$ cat config.mk
export PLATFORM = sky130hd
export DESIGN_NAME = internet_checksum_stream
export DESIGN_NICKNAME = d
export VERILOG_FILES = /design/src/hdl/ics_pkg.sv /design/src/hdl/ics_in_reg.sv /design/src/hdl/ics_accum.sv /design/src/hdl/internet_checksum_stream.sv
export SDC_FILE = /design/constraint.sdc
export NUM_CORES = 1
export LEC_CHECK = 0
export ABC_CLOCK_PERIOD_IN_PS = 9200
export BUFFER_PORTS_ARGS = -buffer_cell sky130_fd_sc_hd__buf_4
export CORE_ASPECT_RATIO = 0.5
export CORE_MARGIN = 1
export CORE_UTILIZATION = 45
export DETAILED_ROUTE_END_ITERATION = 8
export PLACE_DENSITY = 0.62
export SLEW_MARGIN = 40
export SYNTH_ARGS = -nofsm -noshare
export SYNTH_HDL_FRONTEND = slang
export SYNTH_SLANG_ARGS = --single-unit
$ cat constraint.sdc
create_clock -name clk -period 9.2 [get_ports clk]
set_clock_uncertainty 0.1 [all_clocks]
set_input_delay 0.46 -clock clk [delete_from_list [all_inputs] [get_ports clk]]
set_output_delay 0.46 -clock clk [all_outputs]
set_load 0.02 [all_outputs]
$ cat src/hdl/ics_pkg.sv
// shared types and constants for the internet checksum stream block
// no dependencies
`default_nettype none

package ics_pkg;

  // item kind carried on the input tuser bit
  localparam logic OP_DATA   = 1'b0;
  localparam logic OP_MARKER = 1'b1;

  localparam int SUM_W  = 16;
  localparam int BYTE_W = 8;

  typedef struct packed {
    logic              opcode;
    logic [BYTE_W-1:0] data_byte;
    logic              packet_last;
  } item_t;

  // one's complement add with end-around carry
  function automatic logic [SUM_W-1:0] ones_add(input logic [SUM_W-1:0] a,
                                                input logic [SUM_W-1:0] b);
    logic [SUM_W:0] s;
    s = {1'b0, a} + {1'b0, b};
    return s[SUM_W-1:0] + {{(SUM_W-1){1'b0}}, s[SUM_W]};
  endfunction

endpackage

`default_nettype wire

$ cat src/hdl/ics_in_reg.sv
// input register stage: captures one beat per cycle from the slave side while the stage is free
// depends on ics_pkg
`default_nettype none

module ics_in_reg (
  input  wire logic          clk,
  input  wire logic          rst,
  input  wire logic          in_valid,
  output logic               in_ready,
  input  wire ics_pkg::item_t in_item,
  output logic               item_valid,
  output ics_pkg::item_t     item,
  input  wire logic          advance
);

  // stage is free when empty or when its beat moves on this cycle
  assign in_ready = !item_valid || advance;

  // stage valid flag
  always_ff @(posedge clk) begin
    if (rst) begin
      item_valid <= 1'b0;
    end else if (in_ready) begin
      item_valid <= in_valid;
    end
  end

  // payload capture
  always_ff @(posedge clk) begin
    if (in_valid && in_ready) begin
      item <= in_item;
    end
  end

endmodule

`default_nettype wire

$ cat src/hdl/ics_accum.sv
// running one's complement sum, odd byte pairing and result register
// depends on ics_pkg
`default_nettype none

module ics_accum (
  input  wire logic           clk,
  input  wire logic           rst,
  input  wire logic           item_valid,
  input  wire ics_pkg::item_t item,
  output logic                advance,
  output logic                res_valid,
  input  wire logic           res_ready,
  output logic [ics_pkg::SUM_W-1:0] res_checksum
);

  logic [ics_pkg::SUM_W-1:0]  running_sum;
  logic [ics_pkg::BYTE_W-1:0] pending_byte;
  logic                       pending_valid;

  logic [ics_pkg::SUM_W-1:0]  addend;
  logic                       do_add;
  logic [ics_pkg::SUM_W-1:0]  running_sum_next;
  logic [ics_pkg::BYTE_W-1:0] pending_byte_next;
  logic                       pending_valid_next;
  logic                       res_free;

  // result slot is free when empty or being taken
  assign res_free = !res_valid || res_ready;
  assign advance  = item_valid && (!item.packet_last || res_free);

  // pick the single word this beat adds, if any
  always_comb begin
    addend             = '0;
    do_add             = 1'b0;
    pending_byte_next  = pending_byte;
    pending_valid_next = pending_valid;
    if (item.opcode == ics_pkg::OP_DATA) begin
      if (pending_valid) begin
        addend             = {item.data_byte, pending_byte};
        do_add             = 1'b1;
        pending_valid_next = 1'b0;
      end else if (item.packet_last) begin
        // odd byte at end of packet goes in alone
        addend = {{ics_pkg::BYTE_W{1'b0}}, item.data_byte};
        do_add = 1'b1;
      end else begin
        pending_byte_next  = item.data_byte;
        pending_valid_next = 1'b1;
      end
    end else begin
      // marker flushes a held odd byte
      if (pending_valid) begin
        addend             = {{ics_pkg::BYTE_W{1'b0}}, pending_byte};
        do_add             = 1'b1;
        pending_valid_next = 1'b0;
      end
    end
    running_sum_next = do_add ? ics_pkg::ones_add(running_sum, addend) : running_sum;
  end

  // sum state, cleared after each packet
  always_ff @(posedge clk) begin
    if (rst) begin
      running_sum   <= '0;
      pending_byte  <= '0;
      pending_valid <= 1'b0;
    end else if (advance) begin
      if (item.packet_last) begin
        running_sum   <= '0;
        pending_byte  <= '0;
        pending_valid <= 1'b0;
      end else begin
        running_sum   <= running_sum_next;
        pending_byte  <= pending_byte_next;
        pending_valid <= pending_valid_next;
      end
    end
  end

  // result register
  always_ff @(posedge clk) begin
    if (rst) begin
      res_valid <= 1'b0;
    end else if (advance && item.packet_last) begin
      res_valid <= 1'b1;
    end else if (res_ready) begin
      res_valid <= 1'b0;
    end
  end

  always_ff @(posedge clk) begin
    if (advance && item.packet_last) begin
      res_checksum <= ~running_sum_next;
    end
  end

endmodule

`default_nettype wire

$ cat src/hdl/internet_checksum_stream.sv
// top level: one's complement internet checksum over a gathered byte stream
// depends on ics_pkg, ics_in_reg, ics_accum
// a packet end waits in the input register while a checksum is still untaken
// throughput: else one beat per cycle, set by the single 16-bit end-around add
// the result register lets new beats enter while a checksum waits to be taken
// reset: synchronous, clears the sum, held byte and all three valid flags
`default_nettype none

module internet_checksum_stream (
  input  wire logic        clk,
  input  wire logic        rst,
  input  wire logic        s_tvalid,
  output logic             s_tready,
  input  wire logic [7:0]  s_tdata,   // [7:0] data_byte
  input  wire logic        s_tuser,   // [0] opcode
  input  wire logic        s_tlast,   // packet_last
  output logic             m_tvalid,
  input  wire logic        m_tready,
  output logic [15:0]      m_tdata    // [15:0] checksum
);

  ics_pkg::item_t in_item;
  ics_pkg::item_t item;
  logic           item_valid;
  logic           advance;

  // pack the slave-side beat
  always_comb begin
    in_item.opcode      = s_tuser;
    in_item.data_byte   = s_tdata;
    in_item.packet_last = s_tlast;
  end

  ics_in_reg u_in_reg (
    .clk        (clk),
    .rst        (rst),
    .in_valid   (s_tvalid),
    .in_ready   (s_tready),
    .in_item    (in_item),
    .item_valid (item_valid),
    .item       (item),
    .advance    (advance)
  );

  ics_accum u_accum (
    .clk          (clk),
    .rst          (rst),
    .item_valid   (item_valid),
    .item         (item),
    .advance      (advance),
    .res_valid    (m_tvalid),
    .res_ready    (m_tready),
    .res_checksum (m_tdata)
  );

endmodule

`default_nettype wire

* Word-level counts from Yosys, hierarchy flattened
Cells that the tools add are included.
** Word-level totals
- Register bits :: 53
- Bits of input ports :: 14
- Output and inout port bits :: 18
** Cells by class
- Add/subtract/negate cells :: 2
- Equality and inequality tests :: 2
- Multiplexer cells :: 18
- Bitwise operators :: 1
- Reduce and logical (&&, ||, !) cells :: 11
** Operator list (count)
- 16-bit two-way mux :: 4
- 8-bit two-way mux :: 5
- 16-bit by 16-bit adder with 17-bit output :: 1
- 16-bit by 1-bit adder with 16-bit output :: 1
- 16-bit inverter :: 1
- 1-bit two-way mux :: 9
- 2-bit inequality test (second input constant) :: 2
- 1-bit logical AND :: 3
- 1-bit zero test :: 3
- 1-bit logical OR :: 3
- 3-bit AND reduction :: 1
- 2-bit nonzero test :: 1

* Depth between registers and ports, before layout
- Depth after elaboration :: 7
- Gate-level depth with buffers :: 27
- Gate-level depth less buffers :: 25

* By module
Synthesis repeated with hierarchy kept, for this count alone.
** Second synthesis, totals
- Cell total of the unflattened synthesis :: 342
- Area total of the unflattened synthesis :: 3260.6 µm²
** By module, submodules not included
- ics_accum :: instances 1, cells each 327, area each 2905.3 µm², sequential area each 1001.0 µm²
- ics_in_reg :: instances 1, cells each 15, area each 355.3 µm², sequential area each 320.3 µm²

* Worst setup path before layout
No wires, ideal clock.
- Kind :: reg2reg
- Start :: register u_in_reg.item[0] (netlist name)
- End :: register u_accum.res_checksum[15] in the netlist's numbering (data pin)
- Library setup time :: 0.269 ns
- Data arrival time :: 5.240 ns
- Data required time :: 8.831 ns
- Slack :: 3.590 ns
- Stages on the path, launching flop included :: 26
- Path buffers :: 3
- Clock period less this slack :: 5.610 ns
- Path through :: edfxtp_1 clkbuf_1 a21oi_1 clkbuf_1 buf_1 nor2_1 ha_1 nand4_1 a21oi_1 o31ai_2 o21ai_1 a31oi_1 and2b_1 o21ai_0 nand2b_1 ha_1 nand2b_1 or2_1 nor3b_1 nand3_2 nor4_4 nand3_2 a2111o_1 and3_1 xnor2_1 mux2i_1
** Between the ends
- Word-level cells in the longest chain between the ends :: 7
- Elaborated cells on any way between the ends :: 10
- Classes of those cells :: 2 x add/sub; 7 x mux; 1 x bitwise
** Ends and longest elaborated chain
- 8-bit two-way mux :: RTL line ics_accum.sv:42 : end else if (item.packet_last) begin
- 16-bit two-way mux :: RTL line ics_accum.sv:38 : if (pending_valid) begin
- 16-bit two-way mux :: RTL line ics_accum.sv:37 : if (item.opcode == ics_pkg::OP_DATA) begin
- 16-bit by 16-bit adder with 17-bit output :: RTL line ics_pkg.sv:24 : s = {1'b0, a} + {1'b0, b};
- 16-bit by 1-bit adder with 16-bit output :: RTL line ics_pkg.sv:25 : return s[SUM_W-1:0] + {{(SUM_W-1){1'b0}}, s[SUM_W]};
- 16-bit two-way mux (*) :: RTL line ics_accum.sv:58 : running_sum_next = do_add ? ics_pkg::ones_add(running_sum, addend) : running_sum;
- 16-bit inverter (*) :: RTL line ics_accum.sv:93 : res_checksum <= ~running_sum_next;
- end signal: assignment :: RTL line ics_accum.sv:93
- end: declaration :: RTL line ics_accum.sv:13 : output logic [ics_pkg::SUM_W-1:0] res_checksum
Mark *: on every way between the ends. The rest lies on a longest branch, timed or not.
A chain may end at the register's enable or synchronous reset.

* Worst setup path after layout
- Start :: register u_accum.pending_valid
- End :: register u_accum.res_checksum[15] in the netlist's numbering (data pin)
** Between the ends
- Word-level cells in the longest chain between the ends :: 6
- Elaborated cells on any way between the ends :: 10
- Classes of those cells :: 2 x add/sub; 7 x mux; 1 x bitwise
** Ends and longest elaborated chain
- start: declaration :: RTL line ics_accum.sv:18 : logic pending_valid;
- start signal: assignment :: RTL line ics_accum.sv:75 : pending_valid <= pending_valid_next;
- 16-bit two-way mux or 8-bit two-way mux (tied branches) :: RTL line ics_accum.sv:38, ics_accum.sv:52
- 16-bit two-way mux :: RTL line ics_accum.sv:37
- 16-bit by 16-bit adder with 17-bit output :: RTL line ics_pkg.sv:24
- 16-bit by 1-bit adder with 16-bit output :: RTL line ics_pkg.sv:25
- 16-bit two-way mux (*) :: RTL line ics_accum.sv:58
- 16-bit inverter (*) :: RTL line ics_accum.sv:93
Marked as above.

==> metrics.yaml <==
worst_setup_path:
  cp-start-kind: "flip-flop"
  critical_path_class: "flip-flop to flip-flop"
  crit_required_ns: 9.13
  cp-end-kind: "flip-flop"
  critPathMaxFanout: 33
  reg2regPathDepth: 25
  crit_arrival_ns: 5.97
cells_and_area:
  stdcell_count: 460
  n_fill_cell: 646
  regArea_um2: 1320
  mostFrequentLayoutCell: "nor2_1"
  nets: 402
  post-route-cell-area_um2: 3700
  drive_gt1_share_pct: 16.6
  multiInputGateArea_um2: 1850
  final_core_util_pct: 54.2
  final_cell_mix: "nor2_1 (61), buf_4 (33), a21oi_1 (29)"
  syn2layout_area_growth_pct: 14.3
  antenna_cells: 0
synth:
  synth_cell_type_count: 62
  ys_seq_area_share_pct: 40.8
  synthFlopType: "dfxtp_1"
  async_flop_share_pct: 0
  netlist_area_um2: 3240
  synth_nets: 375
  synth_edf_count: 26
  ys_seq_elements: 53
  syn_area_per_cell_um2: 9.53
  ys_warn_count: 0
  postSynthCellCount: 340
clock_network:
  clock_sinks: 53
  cts_root_buf: "clkbuf_16"
  post-cts-setup-buffer-count: 0
  cts_tree: "yes"
  clkTransAtPathRegs_ns: 0.07
  cts_resized: 0
  cts_made_buffers: 5
  htree_levels: 2
  clkLatencyLatePin_ns: 0.29
  clock_tree.buffer_depth: 2
  cts_hold_buf: 0
route:
  drc: 0
  via_per_inst: 5.58
  drt_iter0_drc: 170
  vias: 2569
  wirelength_mm: 7.22
  drt_pass1_iterations: 4
  wire_per_inst_um: 15.7
  ant_nets: 0
floorplan:
  die_area_um2: 7560
  start_util_pct: 47.4
  ioPinCount: 32
  dieHeight_um: 62.0
  die_w_um: 122
  design.core.area_um2: 6830
  num_rows: 21
global_route:
  grt_usage_pct: 20.2
  antenna_found_initial: 0
  grt_pass1_wl_mm: 11.4
  grt_start_max_net_pins: 34
  grt_pass1_vias: 2243
  overflow: 0
timing:
  holdWs_ns: 0.242
  hold_violations: 0
  rsz0062_at_grt: "false"
  fmax_ghz: 0.166
  fin_crit_sh_pct: 65.7
  setup_slack_ns: 3.16
  fin_crit_ns: 6.04
  fin_setup_tns_ns: 0
  setup_viol: 0
  drv_slew: 0
  max_slew.worst_pin.slew_ns: 0.777
  slew_headroom_pct: 48.1
hold_path:
  hold_path.class: "input pin to flip-flop"
  min_path_cells: 1
pwr:
  peakVddDrop_mv: 0.0783
  total_power_uw: 483
  p_leak_nw: 1.42
  p_per_area_nw_per_um2: 130
place:
  port_buffers: 31
  globalplace.congestion: 0.896
  placed_area_um2: 3550
  dp_slack_ns: 3.28
  hpwlAfterDp_mm: 5.48
  placedCellCount: 452
run:
  max_cap_violations: 0
run_status:
  outcome: "finished, final reports clean"
## path summary, 6_finish.rpt
check / from / to / slack, ns
worst max register to register: u_accum.pending_valid$_SDFFE_PP0P_ / u_accum.res_checksum[15]$_DFFE_PP_ / 3.16
worst max-delay path: u_accum.pending_valid$_SDFFE_PP0P_ / u_accum.res_checksum[15]$_DFFE_PP_ / 3.16
worst min-delay path: s_tlast / u_in_reg.item[0]$_DFFE_PP_ / 0.24
worst min register to register: u_accum.pending_byte[4]$_SDFFE_PP0P_ / u_accum.pending_byte[4]$_SDFFE_PP0P_ / 0.40
## worst max-delay path, cell delays in order, from the launching register on
cell      delay [ns]
dfxtp_1         0.83
a21oi_2         0.04
buf_4           0.28
nor2_1          0.14
ha_1            0.19
inv_1           0.07
fa_1            0.39
nand3b_1        0.19
a21oi_1         0.31
o31ai_2         0.15
o21ai_1         0.26
a31oi_1         0.17
and2b_1         0.23
o21ai_0         0.08
nand2b_1        0.11
ha_1            0.16
nand2b_1        0.08
or2_1           0.25
nor3b_1         0.37
nand3_2         0.20
nor4_4          0.23
nand3_2         0.16
a2111o_1        0.29
and3_1          0.19
xnor2_1         0.22
mux2i_1         0.10
## sequential cells by signal (all words and copies together), names as in the netlist
register,flops
u_accum.running_sum,16
u_accum.pending_valid,1
u_accum.res_checksum,16
u_accum.pending_byte,8
u_accum.res_valid,1
u_in_reg.item_valid,1
u_in_reg.item,10
## synthesized netlist by cell type (4+ instances only)
cell	count	area, µm²
a21oi_1	30	150
nand3_1	6	30.0
a22oi_1	8	60.1
a2bb2oi_1	4	35.0
xor2_1	12	105
nor2_1	61	229
inv_1	8	30.0
and2_1	8	50.1
o21ai_0	5	25.0
clkbuf_1	9	33.8
a31oi_1	4	25.0
ha_1	20	250
xnor2_1	10	87.6
nand2_1	17	63.8
nand2b_1	9	56.3
mux2i_1	15	150
dfxtp_1	27	541
edfxtp_1	26	781
## cell type report
type / count / share of cell area [%]
clock buffers: 6 / 3.48
multi-input cells: 266 / 49.8
well taps: 92 / 3.11
repair buffers: 33 / 6.69
flip-flops and latches: 53 / 35.7
clock inverters: 2 / 0.372
inverters: 8 / 0.811
## cell families (layout without fill, tap and decap cells)
logic type	count (synthesis)	count (layout)	synth area share [%]
AO/OA/AOI/OAI	79	79	17.1
XOR/XNOR	23	23	6.45
adder cells (fa/ha/maj)	21	21	8.34
multiplexers	15	15	4.63
buffers and inverters	21	49	2.94
AND/OR/NAND/NOR	128	128	19.7
flip-flops	53	53	40.8
## report_power, final
group / switching, mW / total (mW) / internal, mW
clock network: 0.0837 / 0.185 / 0.102
registers: 0.00442 / 0.256 / 0.252
logic: 0.0259 / 0.0412 / 0.0153
total: 0.114 / 0.483 / 0.369
## routing by layer
layer  wire [µm]  vias to the layer above  global-route usage, %
li1            -                     1273                      -
met1        3550                     1233                   29.3
met2        3080                       57                   31.2
met3         544                        6                   4.38
met4          48                        0                   4.06
met5           0                        -                      0
Note: power is estimated with default switching activity, not from simulation.
